$ cat config.mk
export PLATFORM = sky130hd
export DESIGN_NAME = speed_ramp_motor_command
export DESIGN_NICKNAME = d
export VERILOG_FILES = /design/src/sv/srmc_pkg.sv /design/src/sv/srmc_serial_sub.sv /design/src/sv/speed_ramp_motor_command.sv
export SDC_FILE = /design/constraint.sdc
export NUM_CORES = 1
export LEC_CHECK = 0
export ABC_AREA = 1
export BUFFER_PORTS_ARGS = -buffer_cell sky130_fd_sc_hd__buf_4
export CAP_MARGIN = 20
export CORE_MARGIN = 10
export CORE_UTILIZATION = 30
export DETAILED_ROUTE_END_ITERATION = 7
export PLACE_DENSITY_LB_ADDON = 0.05
export SYNTH_ARGS = -nofsm -noshare
export SYNTH_HDL_FRONTEND = slang
export SYNTH_HIERARCHICAL = 1
export SYNTH_SLANG_ARGS = --single-unit
$ cat constraint.sdc
create_clock -name i_clk -period 5.9 [get_ports i_clk]
set_clock_uncertainty 0.1 [all_clocks]
set_input_delay 1.475 -clock i_clk [delete_from_list [all_inputs] [get_ports i_clk]]
set_output_delay 1.475 -clock i_clk [all_outputs]
set_load 0.01 [all_outputs]
$ cat src/sv/srmc_pkg.sv
// Shared types and constants for the speed ramp motor command block.
// No dependencies; imported by srmc_serial_sub and speed_ramp_motor_command.
`default_nettype none

package srmc_pkg;

    // Field widths fixed by the interface
    localparam int DELAY_W   = 14;
    localparam int REQ_W     = 10;
    localparam int SPEED_W   = 4;
    localparam int CODE_W    = 4;
    localparam int CHAN_W    = 2;
    localparam int DIR_W     = 2;
    localparam int QUOT_W    = 3;
    localparam int NUM_W     = REQ_W + QUOT_W;
    localparam int CFG_IDX_W = 3;
    localparam int CFG_DAT_W = 14;

    // Configuration register indexes
    localparam logic [CFG_IDX_W-1:0] CFG_ACCEL_DELAY  = 3'd0;
    localparam logic [CFG_IDX_W-1:0] CFG_DECEL_DELAY  = 3'd1;
    localparam logic [CFG_IDX_W-1:0] CFG_DECEL_FOLLOW = 3'd2;
    localparam logic [CFG_IDX_W-1:0] CFG_MAX_SPEED    = 3'd3;
    localparam logic [CFG_IDX_W-1:0] CFG_OUTPUT_SEL   = 3'd4;
    localparam logic [CFG_IDX_W-1:0] CFG_CHANNEL_SEL  = 3'd5;

    localparam logic [REQ_W-1:0] MAX_SPEED_RESET = 10'd127;

    // Item kinds and directions
    localparam logic MODE_TICK    = 1'b0;
    localparam logic MODE_COMMAND = 1'b1;

    localparam logic [DIR_W-1:0] DIR_REVERSE = 2'd0;
    localparam logic [DIR_W-1:0] DIR_FORWARD = 2'd1;
    localparam logic [DIR_W-1:0] DIR_ESTOP   = 2'd2;

    localparam logic [CODE_W-1:0] CODE_BRAKE = 4'd8;

    // Status of the serial subtractor
    typedef struct packed {
        logic busy;
        logic no_borrow;
        logic nonzero;
    } t_sub_stat;

endpackage

`default_nettype wire

$ cat src/sv/srmc_serial_sub.sv
// Bit-serial subtractor: computes a - b one bit per cycle, LSB first.
// Depends on srmc_pkg for the status struct.
`default_nettype none

module srmc_serial_sub #(
    parameter int WIDTH = 16
) (
    input  wire logic                i_clk,
    input  wire logic                i_rst_n,
    input  wire logic                i_start,
    input  wire logic [WIDTH-1:0]    i_a,
    input  wire logic [WIDTH-1:0]    i_b,
    output srmc_pkg::t_sub_stat      o_stat,
    output logic      [WIDTH-1:0]    o_diff
);
    import srmc_pkg::*;

    localparam int CNT_W = $clog2(WIDTH + 1);

    logic [WIDTH-1:0] r_a;
    logic [WIDTH-1:0] r_b;
    logic [CNT_W-1:0] r_cnt;
    logic             r_borrow;
    logic             r_nz;

    logic             w_a0;
    logic             w_b0;
    logic             w_dbit;
    logic             n_borrow;

    assign w_a0     = r_a[0];
    assign w_b0     = r_b[0];
    assign w_dbit   = w_a0 ^ w_b0 ^ r_borrow;
    assign n_borrow = (~w_a0 & w_b0) | (~(w_a0 ^ w_b0) & r_borrow);

    always_ff @(posedge i_clk) begin
        if (!i_rst_n) begin
            r_cnt    <= '0;
            r_borrow <= 1'b0;
            r_nz     <= 1'b0;
        end else if (i_start) begin
            r_cnt    <= CNT_W'(WIDTH);
            r_borrow <= 1'b0;
            r_nz     <= 1'b0;
        end else if (r_cnt != '0) begin
            r_cnt    <= r_cnt - 1'b1;
            r_borrow <= n_borrow;
            r_nz     <= r_nz | w_dbit;
        end
    end

    // difference bits enter at the top as the minuend drains out the bottom
    always_ff @(posedge i_clk) begin
        if (i_start) begin
            r_a <= i_a;
            r_b <= i_b;
        end else if (r_cnt != '0) begin
            r_a <= {w_dbit, r_a[WIDTH-1:1]};
            r_b <= {1'b0, r_b[WIDTH-1:1]};
        end
    end

    assign o_stat.busy      = (r_cnt != '0);
    assign o_stat.no_borrow = ~r_borrow;
    assign o_stat.nonzero   = r_nz;
    assign o_diff           = r_a;

endmodule

`default_nettype wire

$ cat src/sv/speed_ramp_motor_command.sv
// Speed ramp motor command: turns speed commands and 1 ms ticks into drive codes.
// Depends on srmc_pkg and srmc_serial_sub.
//
// One item is worked on at a time. A tick that finds current and target speed
// equal only advances the elapsed time. Any other tick runs a bit-serial compare
// and subtract of the elapsed time against the ramp delay, and may produce a beat.
// A speed command scales the request with a 3-step restoring divider; an emergency
// stop zeroes both speeds and produces a beat.
// A held output beat stalls the block only when another beat is ready behind it.
`default_nettype none

module speed_ramp_motor_command #(
    parameter int ELAPSED_WIDTH = 16
) (
    input  wire logic                              i_clk,
    input  wire logic                              i_rst_n,
    // configuration write port
    input  wire logic                              i_cfg_we,
    input  wire logic [srmc_pkg::CFG_IDX_W-1:0]    i_cfg_idx,
    input  wire logic [srmc_pkg::CFG_DAT_W-1:0]    i_cfg_wdata,
    // input stream
    input  wire logic                              i_s_tvalid,
    output logic                                   o_s_tready,
    input  wire logic [15:0]                       i_s_tdata,  // direction[1:0], speed_request[11:2]
    input  wire logic                              i_s_tuser,  // mode
    // output stream
    output logic                                   o_m_tvalid,
    input  wire logic                              i_m_tready,
    output logic [7:0]                             o_m_tdata   // drive_code[3:0], output_port[4],
                                                               // channel_number[6:5]
);
    import srmc_pkg::*;

    localparam logic [2:0] ST_IDLE    = 3'd0;
    localparam logic [2:0] ST_DIV     = 3'd1;
    localparam logic [2:0] ST_CMD_END = 3'd2;
    localparam logic [2:0] ST_SUB     = 3'd3;
    localparam logic [2:0] ST_EMIT    = 3'd4;

    // configuration
    logic [DELAY_W-1:0] r_accel_delay;
    logic [DELAY_W-1:0] r_decel_delay;
    logic               r_decel_follow;
    logic [REQ_W-1:0]   r_max_speed;
    logic               r_output_sel;
    logic [CHAN_W-1:0]  r_channel_sel;

    // ramp state
    logic [2:0]               r_state;
    logic [SPEED_W-1:0]       r_cur_speed;
    logic [SPEED_W-1:0]       r_tgt_speed;
    logic [ELAPSED_WIDTH-1:0] r_elapsed;
    logic                     r_up;
    logic                     r_dir_rev;
    logic [NUM_W-1:0]         r_rem;
    logic [QUOT_W-1:0]        r_quot;
    logic [1:0]               r_div_step;
    logic [CODE_W-1:0]        r_res_code;

    // output register
    logic                     r_m_valid;
    logic [7:0]               r_m_data;

    logic                     w_accept;
    logic                     w_mode;
    logic [DIR_W-1:0]         w_dir;
    logic [REQ_W-1:0]         w_req;
    logic [REQ_W-1:0]         w_req_clamped;
    logic [NUM_W-1:0]         w_num;
    logic [NUM_W-1:0]         w_div_sh;
    logic                     w_div_ge;
    logic [QUOT_W-1:0]        w_scaled;
    logic [SPEED_W-1:0]       w_cmd_tgt;
    logic [DELAY_W-1:0]       w_decel_eff;
    logic [ELAPSED_WIDTH-1:0] w_elapsed_inc;
    logic                     w_tick_up;
    logic [DELAY_W-1:0]       w_tick_delay;
    logic                     w_sub_start;
    logic                     w_out_free;
    t_sub_stat                w_sub_stat;
    logic [ELAPSED_WIDTH-1:0] w_sub_diff;

    assign w_accept   = i_s_tvalid & o_s_tready;
    assign w_mode     = i_s_tuser;
    assign w_dir      = i_s_tdata[1:0];
    assign w_req      = i_s_tdata[11:2];
    assign o_s_tready = (r_state == ST_IDLE);
    assign w_out_free = ~r_m_valid | i_m_tready;

    assign w_req_clamped = (w_req > r_max_speed) ? r_max_speed : w_req;
    // req * 7 as req * 8 - req
    assign w_num = {w_req_clamped, 3'b000} - {3'b000, w_req_clamped};

    always_comb begin
        case (r_div_step)
            2'd2:    w_div_sh = {1'b0, r_max_speed, 2'b00};
            2'd1:    w_div_sh = {2'b00, r_max_speed, 1'b0};
            default: w_div_sh = {3'b000, r_max_speed};
        endcase
    end
    assign w_div_ge = (r_rem >= w_div_sh);

    // a zero full scale would divide by zero; force the speed to zero
    assign w_scaled  = (r_max_speed == '0) ? '0 : r_quot;
    assign w_cmd_tgt = r_dir_rev ? (SPEED_W'(0) - {1'b0, w_scaled}) : {1'b0, w_scaled};

    assign w_decel_eff   = r_decel_follow ? r_accel_delay : r_decel_delay;
    assign w_elapsed_inc = (r_elapsed == '1) ? r_elapsed : r_elapsed + 1'b1;
    assign w_tick_up     = ($signed(r_cur_speed) < $signed(r_tgt_speed));
    assign w_tick_delay  = w_tick_up ? r_accel_delay : w_decel_eff;
    assign w_sub_start   = w_accept & (w_mode == MODE_TICK) & (r_cur_speed != r_tgt_speed);

    srmc_serial_sub #(
        .WIDTH (ELAPSED_WIDTH)
    ) u_sub (
        .i_clk   (i_clk),
        .i_rst_n (i_rst_n),
        .i_start (w_sub_start),
        .i_a     (w_elapsed_inc),
        .i_b     ({{(ELAPSED_WIDTH - DELAY_W){1'b0}}, w_tick_delay}),
        .o_stat  (w_sub_stat),
        .o_diff  (w_sub_diff)
    );

    // configuration registers
    always_ff @(posedge i_clk) begin
        if (!i_rst_n) begin
            r_accel_delay  <= '0;
            r_decel_delay  <= '0;
            r_decel_follow <= 1'b0;
            r_max_speed    <= MAX_SPEED_RESET;
            r_output_sel   <= 1'b0;
            r_channel_sel  <= '0;
        end else if (i_cfg_we) begin
            case (i_cfg_idx)
                CFG_ACCEL_DELAY:  r_accel_delay  <= i_cfg_wdata[DELAY_W-1:0];
                CFG_DECEL_DELAY:  r_decel_delay  <= i_cfg_wdata[DELAY_W-1:0];
                CFG_DECEL_FOLLOW: r_decel_follow <= i_cfg_wdata[0];
                CFG_MAX_SPEED:    r_max_speed    <= i_cfg_wdata[REQ_W-1:0];
                CFG_OUTPUT_SEL:   r_output_sel   <= i_cfg_wdata[0];
                CFG_CHANNEL_SEL:  r_channel_sel  <= i_cfg_wdata[CHAN_W-1:0];
                default: ;
            endcase
        end
    end

    // control and ramp state
    always_ff @(posedge i_clk) begin
        if (!i_rst_n) begin
            r_state     <= ST_IDLE;
            r_cur_speed <= '0;
            r_tgt_speed <= '0;
            r_elapsed   <= '0;
            r_m_valid   <= 1'b0;
        end else begin
            // load a new beat, or drop the one just taken
            if (r_state == ST_EMIT && w_out_free) begin
                r_m_valid <= 1'b1;
            end else if (i_m_tready) begin
                r_m_valid <= 1'b0;
            end
            case (r_state)
                ST_IDLE: begin
                    if (w_accept) begin
                        if (w_mode == MODE_COMMAND) begin
                            r_elapsed <= '0;
                            if (w_dir == DIR_REVERSE || w_dir == DIR_FORWARD) begin
                                r_state <= ST_DIV;
                            end else begin
                                // emergency stop, unused direction too
                                r_cur_speed <= '0;
                                r_tgt_speed <= '0;
                                r_state     <= ST_EMIT;
                            end
                        end else begin
                            r_elapsed <= w_elapsed_inc;
                            if (r_cur_speed != r_tgt_speed) begin
                                r_state <= ST_SUB;
                            end
                        end
                    end
                end
                ST_DIV: begin
                    if (r_div_step == 2'd0) begin
                        r_state <= ST_CMD_END;
                    end
                end
                ST_CMD_END: begin
                    r_tgt_speed <= w_cmd_tgt;
                    if (w_cmd_tgt == r_cur_speed) begin
                        r_state <= ST_EMIT;
                    end else if (($signed(r_cur_speed) < $signed(w_cmd_tgt))
                                 ? (r_accel_delay == '0) : (w_decel_eff == '0)) begin
                        r_cur_speed <= w_cmd_tgt;
                        r_state     <= ST_EMIT;
                    end else begin
                        r_state <= ST_IDLE;
                    end
                end
                ST_SUB: begin
                    if (!w_sub_stat.busy) begin
                        // step only when elapsed strictly exceeds the delay
                        if (w_sub_stat.no_borrow && w_sub_stat.nonzero) begin
                            r_cur_speed <= r_up ? r_cur_speed + 1'b1 : r_cur_speed - 1'b1;
                            r_elapsed   <= w_sub_diff;
                            r_state     <= ST_EMIT;
                        end else begin
                            r_state <= ST_IDLE;
                        end
                    end
                end
                ST_EMIT: begin
                    if (w_out_free) begin
                        r_state <= ST_IDLE;
                    end
                end
                default: r_state <= ST_IDLE;
            endcase
        end
    end

    // datapath registers
    always_ff @(posedge i_clk) begin
        case (r_state)
            ST_IDLE: begin
                r_dir_rev  <= (w_dir == DIR_REVERSE);
                r_rem      <= w_num;
                r_quot     <= '0;
                r_div_step <= 2'd2;
                r_up       <= w_tick_up;
                r_res_code <= CODE_BRAKE;
            end
            ST_DIV: begin
                if (w_div_ge) begin
                    r_rem <= r_rem - w_div_sh;
                end
                r_quot     <= {r_quot[QUOT_W-2:0], w_div_ge};
                r_div_step <= r_div_step - 1'b1;
            end
            ST_CMD_END: begin
                // signed speed in four bits is already the drive code
                r_res_code <= w_cmd_tgt;
            end
            ST_SUB: begin
                r_res_code <= r_up ? r_cur_speed + 1'b1 : r_cur_speed - 1'b1;
            end
            ST_EMIT: begin
                if (w_out_free) begin
                    r_m_data <= {1'b0, r_channel_sel, r_output_sel, r_res_code};
                end
            end
            default: ;
        endcase
    end

    assign o_m_tvalid = r_m_valid;
    assign o_m_tdata  = r_m_data;

    // speeds stay within -7..7, never the lone four-bit value -8
    a_cur_range: assert property (@(posedge i_clk) disable iff (!i_rst_n)
        r_cur_speed != 4'b1000)
        else $error("current speed out of range");

    a_tgt_range: assert property (@(posedge i_clk) disable iff (!i_rst_n)
        r_tgt_speed != 4'b1000)
        else $error("target speed out of range");

    a_estop_clears: assert property (@(posedge i_clk) disable iff (!i_rst_n)
        (w_accept && w_mode == MODE_COMMAND && w_dir[1])
        |=> (r_cur_speed == '0 && r_tgt_speed == '0 && r_state == ST_EMIT))
        else $error("emergency stop did not clear speeds");

    a_sub_runs: assert property (@(posedge i_clk) disable iff (!i_rst_n)
        w_sub_start |=> (r_state == ST_SUB && w_sub_stat.busy))
        else $error("serial subtractor not running for tick");

    a_tick_no_step: assert property (@(posedge i_clk) disable iff (!i_rst_n)
        (w_accept && w_mode == MODE_TICK && r_cur_speed == r_tgt_speed)
        |=> (r_state == ST_IDLE && $stable(r_cur_speed)))
        else $error("tick stepped with speeds equal");

endmodule

`default_nettype wire
==> impl_metrics.csv, run 1 <==
group,metric,value,unit
critical_path,crit_type,"in2reg",
synthesis,avgSynthCellArea,7.43,um^2
clock_tree,clk_pin_slew,80,ps
run_status,status,"complete, no violations",
die,row_count,61,
cells_and_area,syn2layout_area_growth,14.8,%
die,die_y,189,um
clock_tree,ctsLongestPathBuffers,2,
clock_tree,cts_sinks,140,
critical_path,start_kind,"input pin",
clock_tree,cts_hold_buffers,0,
placement,hpwl,17800,um
drt,drt_iter0_markers,510,
power_and_ir_drop,switchingPower,0.00235,W
global_routing,overflow,0,
power_and_ir_drop,internal_power,0.00288,W
critical_path,slowest_delay,360,ps
die,die_area,0.0358,mm^2
cells_and_area,multi_input_area,0.00448,mm^2
die,start_util,30.7,%
critical_path,worstPathMaxFanout,17,
synthesis,synthesis.area,0.00860,mm^2
power_and_ir_drop,clkPwrFrac,20.9,%
drt,wl_per_cell,15.3,um
placement,dp_cells,1552,
global_routing,grt_pass1_vias,7369,
timing,fmax,232,MHz
synthesis,synth_cells,1157,
critical_path,end_kind,"flip-flop",
synthesis,synth-seq-cells,140,
die,die_w,189,um
timing,fin_crit_sh,73.0,%
timing,period_needed,4300,ps
die,io_pins,49,
clock_tree,post_cts_buffers,0,
clock_tree,clock_latency,440,ps
synthesis,synth-seq-area-share,39.9,%
global_routing,grt_util_met2,21.3,%
critical_path,cp_cell_sequence,"buf_4 -> ha_1 -> nand2_1 -> nor2_2 -> nand3_1 -> nand3_2 -> nand2_4 -> o21ai_0 -> inv_1 -> ha_1 -> a21oi_1 -> inv_1 -> a21oi_1 -> inv_1 -> a21oi_1 -> nand4_1 -> nand3_1 -> o21ai_1",
power_and_ir_drop,pwr-share-comb,47.1,%
timing,setup_viol,0,
synthesis,synth_ff_type,"dfxtp_1",
timing,fin_tns_setup,0,ps
drt,avgViaCountPerCell,4.70,
power_and_ir_drop,p_leak,4.31,nW
power_and_ir_drop,p_sw_share,44.9,%
global_routing,grt_pass1_wl,39400,um
cells_and_area,layout_commonest_cell,"nand2_1",
hold_path,hold_class,"reg2reg",
drt,vias,7437,
critical_path,cp.required,5970,ps
timing,rsz0062_at_grt,"false",
critical_path,cp_slowest_cell,"o21ai_0",
global_routing,grt_busiest_layer,"met2",
power_and_ir_drop,powerDensity,530,mW/mm^2
global_routing,grtUsageMet1,18.6,%
synthesis,synth_edf_count,63,
clock_tree,tritoncts,"done",
clock_tree,ctsResizeCount,0,
timing,hold_violations,0,
drt,wirelength,24300,um
synthesis,yosys_warnings,6,
cells_and_area,ff_latch_area,0.00343,mm^2
clock_tree,numCtsBuffers,17,
run,timing.max_cap.violations,0,
global_routing,antenna_found_initial,0,
cells_and_area,fin_cells,1584,
timing,drv_slew,0,
drt,ant_nets,0,
cells_and_area,nFillCells,3058,
timing,tightest_slew,981,ps
global_routing,gr-usage-met3,2.54,%
critical_path,crit_arrival,4370,ps
cells_and_area,antennaDiodeCount,0,
synthesis,synth_cell_type_count,56,
clock_tree,root_buffer,"clkbuf_16",
drt,drcViolationCount,0,
drt,drtPass1Iterations,5,
clock_tree,htreeDepth,4,
die,core,0.0280,mm^2
critical_path,cp_top_family,"compound AO/OA/AOI/OAI gates",
global_routing,grt_use_total,13.8,%
placement,port_buffers,43,
global_routing,grt_max_degree,54,
cells_and_area,mostFrequentLayoutCells,"nand2_1 (294), nor2_1 (125), inv_1 (117)",
placement,gp_congestion,0.821,
cells_and_area,drive_gt1_share,11.1,%
power_and_ir_drop,p_seq_share,32.1,%
synthesis,async_flop_share,0,%
cells_and_area,nNetsFinal,1282,
power_and_ir_drop,ir_worst_vdd,188,uV
timing,relSlewSlack,34.0,%
critical_path,path_buf_inv,4,
[metrics by stage]
step           instance area (um^2)  setup WS, ps  hold WS, ps  utilization [%]  power [W]
2_1_floorplan                  8610          1750          300                -    0.00351
3_5_place_dp                   9280          1110          305             33.1    0.00418
6_report                       9870          1600          317             35.2    0.00523
4_1_cts                        9870          1570          321             35.2    0.00529
3_3_place_gp                   9280          1150          302             33.1    0.00418
5_1_grt                        9870          1310          322             35.2    0.00575
[area by class of cell]
class / instances / share of cell area (%)
clock buffers: 17 / 4.31
multi-input cells: 848 / 45.4
inverters: 134 / 5.12
repair buffers: 52 / 3.95
clock inverters: 15 / 1.70
well taps: 378 / 4.79
flip-flops and latches: 140 / 34.8
[kinds of logic (layout without fill, tap and decap cells)]
| logic type | Yosys count | in the layout | share of synthesized area, % |
|---|---|---|---|
| buffers and inverters | 171 | 218 | 8.18 |
| AO/OA/AOI/OAI | 247 | 247 | 15.6 |
| flip-flops | 140 | 140 | 39.9 |
| AND/OR/NAND/NOR | 527 | 527 | 26.6 |
| XOR/XNOR | 21 | 21 | 2.14 |
| other | 1 | 3 | 0.0436 |
| adder cells (fa/ha/maj) | 50 | 50 | 7.54 |
[cell usage after synthesis, types with 7 or more instances]
cell,instances,area (um^2)
nand2_1,294,1100
nor2_1,126,473
inv_1,117,439
o21ai_0,106,531
a21oi_1,90,450
dfxtp_1,77,1540
edfxtp_1,63,1890
ha_1,47,588
nand3_1,38,190
nand4_1,22,138
o21ai_1,20,100
clkbuf_1,18,67.6
inv_2,14,52.6
xnor2_1,13,114
nand2_2,9,56.3
o221ai_1,8,70.1
xor2_1,8,70.1
buf_2,7,35.0
buf_4,7,52.6
[worst paths after layout]
kind	from	end	slack [ps]	cells past startpoint
hold reg to reg	r_res_code[3]	o_m_tdata[3]	320	0
setup reg to reg	r_div_step[0]	r_rem[0]	1880	18
hold / removal	r_res_code[3]	o_m_tdata[3]	320	0
setup / recovery	i_s_tdata[11]	r_rem[10]	1600	18
[power groups by stage]
stage | registers [W] | clock network [W] | logic [W]
floorplan | 0.00165 | 0 | 0.00187
global placement | 0.00170 | 0 | 0.00248
detailed placement | 0.00170 | 0 | 0.00248
CTS | 0.00168 | 0.00112 | 0.00249
global route | 0.00172 | 0.00116 | 0.00286
finish | 0.00168 | 0.00109 | 0.00246
[registers in the layout, summed over array words and instances (netlist names), 3 cells and up]
signal and count:
u_sub/r_cnt 5, r_rem 13, r_decel_delay 14, o_m_tdata 7
r_state 3, r_accel_delay 14, u_sub/o_diff 16, r_tgt_speed 4
r_quot 3, r_elapsed 16, r_cur_speed 4, r_max_speed 10
u_sub/r_b 16, r_res_code 4
[layer usage]
metal / wire length, um / vias to the layer above
met4: 564 / 0
met1: 12400 / 3373
met2: 10600 / 97
met5: 0 / -
met3: 773 / 27
li1: - / 3940
No activity file was read; power rests on OpenSTA's default activity.
==> run 2: changes to the inputs <==
- clock period: 5.9 -> 3.66 ns (I/O delays scaled with it)
==> impl_metrics.csv, run 2 (synthesis gave the netlist of run 1 again) <==
group,metric,value,unit
run_status,status,"complete, no violations",
cells_and_area,nNetsFinal,1359,
timing,fin_crit_sh,93.2,%
placement,hpwl,18500,um
power_and_ir_drop,p_sw_share,44.0,%
clock_tree,htreeDepth,4,
timing,fmax,293,MHz
critical_path,crit_type,"in2reg",
global_routing,grt_max_degree,34,
placement,port_buffers,43,
critical_path,start_kind,"input pin",
global_routing,grt_pass1_wl,40200,um
cells_and_area,fin_cells,1662,
clock_tree,cts_hold_buffers,0,
critical_path,end_kind,"flip-flop",
power_and_ir_drop,powerDensity,831,mW/mm^2
cells_and_area,fin_area,0.0105,mm^2
timing,period_needed,3410,ps
die,core,0.0280,mm^2
global_routing,antenna_found_initial,0,
placement,gp_congestion,0.778,
drt,vias,7716,
drt,wirelength,24600,um
global_routing,grt_use_total,13.9,%
drt,wl_per_cell,14.8,um
clock_tree,tritoncts,"done",
cells_and_area,layout_commonest_cell,"nand2_1",
placement,placed_area,0.00984,mm^2
critical_path,worstPathMaxFanout,8,
clock_tree,ctsLongestPathBuffers,2,
timing,setup_viol,0,
timing,drv_slew,0,
critical_path,cp.required,3740,ps
power_and_ir_drop,clkPwrFrac,19.9,%
clock_tree,clock_latency,430,ps
power_and_ir_drop,ir_worst_vdd,317,uV
power_and_ir_drop,power.total,0.00877,W
cells_and_area,nFillCells,3025,
clock_tree,clk_pin_slew,70,ps
drt,drtPass1Iterations,5,
drt,drt_iter0_markers,424,
timing,hold_violations,0,
critical_path,crit_arrival,3490,ps
timing,rsz0062_at_grt,"false",
clock_tree,root_buffer,"clkbuf_16",
hold_path,hold_class,"reg2reg",
power_and_ir_drop,p_seq_share,30.8,%
cells_and_area,syn2layout_area_growth,22.7,%
die,die_area,0.0358,mm^2
cells_and_area,mostFrequentLayoutCells,"nand2_1 (294), buf_4 (127), nor2_1 (124)",
die,row_count,61,
clock_tree,cts_sinks,140,
power_and_ir_drop,pwr-share-comb,49.2,%
drt,drcViolationCount,0,
run,timing.max_cap.violations,0,
power_and_ir_drop,p_leak,4.70,nW
clock_tree,numCtsBuffers,17,
drt,avgViaCountPerCell,4.64,
drt,ant_nets,0,
cells_and_area,drive_gt1_share,17.5,%
global_routing,grt_pass1_vias,7560,
timing,tightest_slew,939,ps
placement,dp_cells,1625,
die,start_util,30.7,%
power_and_ir_drop,switchingPower,0.00386,W
power_and_ir_drop,internal_power,0.00491,W
global_routing,overflow,0,
die,die_w,189,um
die,io_pins,49,
timing,relSlewSlack,36.9,%
die,die_y,189,um
run 2: layout make-up:
class / count / area (um^2) / share of cell area (%)
Sequential cell: 140 / 3440 / 32.6
Timing Repair Buffer: 128 / 973 / 9.23
Multi-Input combinational cell: 849 / 4560 / 43.3
Antenna cell: 1 / 2.50 / 0.0237
Clock inverter: 15 / 170 / 1.61
Inverter: 134 / 505 / 4.79
Tap cell: 378 / 473 / 4.48
Clock buffer: 17 / 425 / 4.03
run 2: worst paths after layout:
path / from / endpoint / slack, ps / depth (start not counted)
hold reg to reg: r_res_code[1] / o_m_tdata[1] / 320 / 0
hold / removal: r_res_code[1] / o_m_tdata[1] / 320 / 0
setup / recovery: i_s_tdata[11] / r_rem[10] / 250 / 16
setup reg to reg: r_max_speed[0] / r_cur_speed[0] / 270 / 23
run 2: power groups by stage:
stage	Clock, W	Sequential, W	Combinational [W]
2_1_floorplan	0	0.00265	0.00301
4_1_cts	0.00180	0.00271	0.00428
5_1_grt	0.00186	0.00277	0.00499
3_3_place_gp	0	0.00274	0.00427
6_report	0.00175	0.00270	0.00432
3_5_place_dp	0	0.00273	0.00426
run 2: repair_timing:
action | in CTS | in global routing
endpoints found under the setup margin | 0 | 22
resized for setup | 0 | 19
setup buffers | 0 | 3
hold endpoints to repair | 0 | 0
run 2: metal layers:
layer / global-route usage [%] / routed length (um) / share of wire [%] / up-vias
li1: - / - / - / 4092
met1: 19.3 / 12500 / 51 / 3502
met2: 21.5 / 10900 / 44 / 102
met3: 2.52 / 841 / 3.4 / 20
met4: 3.79 / 329 / 1.3 / 0
met5: 0 / 0 / 0 / -
run 2: worst max-delay path, cell delays in order:
cell     delay, ps
buf_4          110
ha_1           280
nand2_1        100
nor2_4         150
nand3_1        120
nand3_4        130
nand2_4        110
o21ai_1        320
inv_1          110
ha_1           350
a21oi_1        200
o21ai_0        100
a21oi_1        160
nand4_1        110
nand3_1        140
o21ai_1         80
run 2: per-stage QoR:
stage / worst slack, ps / utilization [%] / hold slack (ps) / TNS [ps]
after CTS: 146 / 37.3 / 322 / 0
after global placement: -270 / 35.1 / 300 / -1200
after global routing: 2.79 / 37.7 / 333 / 0
after floorplan: 74.2 / - / 300 / 0
after detailed placement: -269 / 35.1 / 305 / -1210
final: 248 / 37.7 / 320 / 0
==> run 3: changes to the inputs <==
--- a/config.mk
+++ b/config.mk
@@ -9,3 +9,3 @@
 export BUFFER_PORTS_ARGS = -buffer_cell sky130_fd_sc_hd__buf_4
-export CAP_MARGIN = 20
+export CAP_MARGIN = 5
 export CORE_MARGIN = 10
==> constraint.sdc (replaced) <==
create_clock -name i_clk -period 3.66 [get_ports i_clk]
set_clock_uncertainty 0.1 [all_clocks]
set_input_delay 0.549 -clock i_clk [delete_from_list [all_inputs] [get_ports i_clk]]
set_output_delay 0.549 -clock i_clk [all_outputs]
set_load 0.01 [all_outputs]
==> impl_metrics.csv, run 3 (synthesis gave the netlist of run 1 again) <==
group,metric,value,unit
timing,period_needed,3400,ps
critical_path,r2r-start,"r_max_speed[7]",
placement,hpwl,18600,um
drt,wl_per_cell,15.3,um
drt,drt_iter0_markers,423,
clock_tree,clock_latency,440,ps
drt,ant_nets,0,
die,die_w,189,um
critical_path,path_buf_inv,5,
critical_path,cp_slowest_cell,"dfxtp_1",
die,die_y,189,um
clock_tree,cts_sinks,140,
clock_tree,htreeDepth,4,
critical_path,crit_type,"reg2reg",
timing,drv_slew,0,
die,io_pins,49,
cells_and_area,mostFrequentLayoutCells,"nand2_1 (294), nor2_1 (120), inv_1 (116)",
timing,fmax,294,MHz
drt,wirelength,25000,um
placement,gp_congestion,0.821,
cells_and_area,drive_gt1_share,16.2,%
power_and_ir_drop,p_leak,4.55,nW
drt,drtPass1Iterations,4,
critical_path,cp.required,3740,ps
global_routing,antenna_found_initial,0,
die,start_util,30.7,%
run_status,status,"complete, no violations",
placement,port_buffers,43,
timing,fin_crit_sh,92.9,%
die,row_count,61,
critical_path,start_kind,"flip-flop",
critical_path,crit_path_start,"r_max_speed[7]",
drt,vias,7595,
timing,hold_violations,0,
hold_path,hold_class,"in2reg",
global_routing,grt_max_degree,53,
critical_path,cp_common_cell,"nand2_1",
hold_path,hp-start,"i_cfg_wdata[13]",
critical_path,worstPathMaxFanout,7,
placement,post-place-ws,56.4,ps
clock_tree,numCtsBuffers,17,
drt,avgViaCountPerCell,4.65,
timing,tightest_slew,999,ps
global_routing,grt_pass1_vias,7639,
timing,holdWs,239,ps
timing,worst_slack,261,ps
die,die_area,0.0358,mm^2
timing,setup_viol,0,
critical_path,cp_top_family,"simple AND/OR/NAND/NOR gates",
cells_and_area,layout_commonest_cell,"nand2_1",
critical_path,cp_cell_sequence,"inv_2 -> buf_4 -> ha_1 -> nand2_1 -> nor2_2 -> nand3_1 -> nand3_2 -> nand2_2 -> o21ai_0 -> buf_4 -> inv_1 -> ha_1 -> buf_4 -> nand2_1 -> nor2_2 -> nand4_1 -> nand2_1 -> nand3_1 -> nand3_1 -> nand2_1",
power_and_ir_drop,ir_worst_vdd,300,uV
cells_and_area,ff_latch_area,0.00344,mm^2
timing,relSlewSlack,32.8,%
global_routing,overflow,0,
run,timing.max_cap.violations,0,
cells_and_area,multi_input_area,0.00455,mm^2
critical_path,slowest_delay,360,ps
global_routing,grt_use_total,14.1,%
clock_tree,clk_pin_slew,80,ps
cells_and_area,nFillCells,3003,
drt,drcViolationCount,0,
global_routing,grt_pass1_wl,40800,um
cells_and_area,antennaDiodeCount,0,
clock_tree,ctsLongestPathBuffers,2,
cells_and_area,nNetsFinal,1332,
clock_tree,root_buffer,"clkbuf_16",
critical_path,end_kind,"flip-flop",
die,core,0.0280,mm^2
clock_tree,tritoncts,"done",
cells_and_area,syn2layout_area_growth,20.0,%
critical_path,crit_arrival,3480,ps
power_and_ir_drop,powerDensity,846,mW/mm^2
clock_tree,cts_hold_buffers,0,
critical_path,regToRegSetupSlack,260,ps
-- run 3: layout make-up --
cell class | count | area share, %
clock inverter | 13 | 1.19
timing repair buffer | 101 | 7.47
multi-input combinational | 849 | 44.1
sequential | 140 | 33.3
tap | 378 | 4.59
inverter | 134 | 4.90
clock buffer | 19 | 4.39
-- run 3: repair_timing --
item | CTS | global route
resized for setup | 0 | 24
setup buffers | 0 | 4
setup endpoints to repair | 0 | 24
-- run 3: worst register-to-register path, delay by kind of cell (launching register included) --
kind                     cells  cell delay, ps
flip-flops                   1             360
AO/OA/AOI/OAI                1             170
buffers and inverters        5             510
AND/OR/NAND/NOR             12            1400
adder cells (fa/ha/maj)      2             610
-- run 3: worst paths after layout --
check                           end  cells after the start
hold reg to reg        o_m_tdata[1]                      0
hold / removal    r_decel_delay[13]                      3
setup reg to reg          r_rem[11]                     20
setup / recovery          r_rem[11]                     20
-- run 3: report_power, final --
part | switching [W] | total, W | internal, W
clock network | 0.000781 | 0.00172 | 0.000934
registers | 0.000324 | 0.00271 | 0.00239
logic | 0.00272 | 0.00430 | 0.00158
total | 0.00382 | 0.00873 | 0.00490
-- run 3: through the flow --
| stage | instances | util (%) | TNS [ps] | instance area (um^2) | power [W] |
|---|---|---|---|---|---|
| after global routing | 1634 | 36.8 | -3.67 | 10300 | 0.00958 |
| final | 1634 | 36.8 | 0 | 10300 | 0.00873 |
| after floorplan | 1159 | - | 0 | 8610 | 0.00567 |
| after global placement | 1597 | 34.4 | 0 | 9630 | 0.00697 |
| after detailed placement | 1597 | 34.4 | 0 | 9630 | 0.00696 |
| after CTS | 1629 | 36.4 | 0 | 10200 | 0.00872 |
-- run 3: metal layers --
metal	part of all wire [%]	global-route usage, %
met1	52	19.3
met2	45	22.4
met3	2.4	2.28
met4	0.95	3.60
met5	0	0
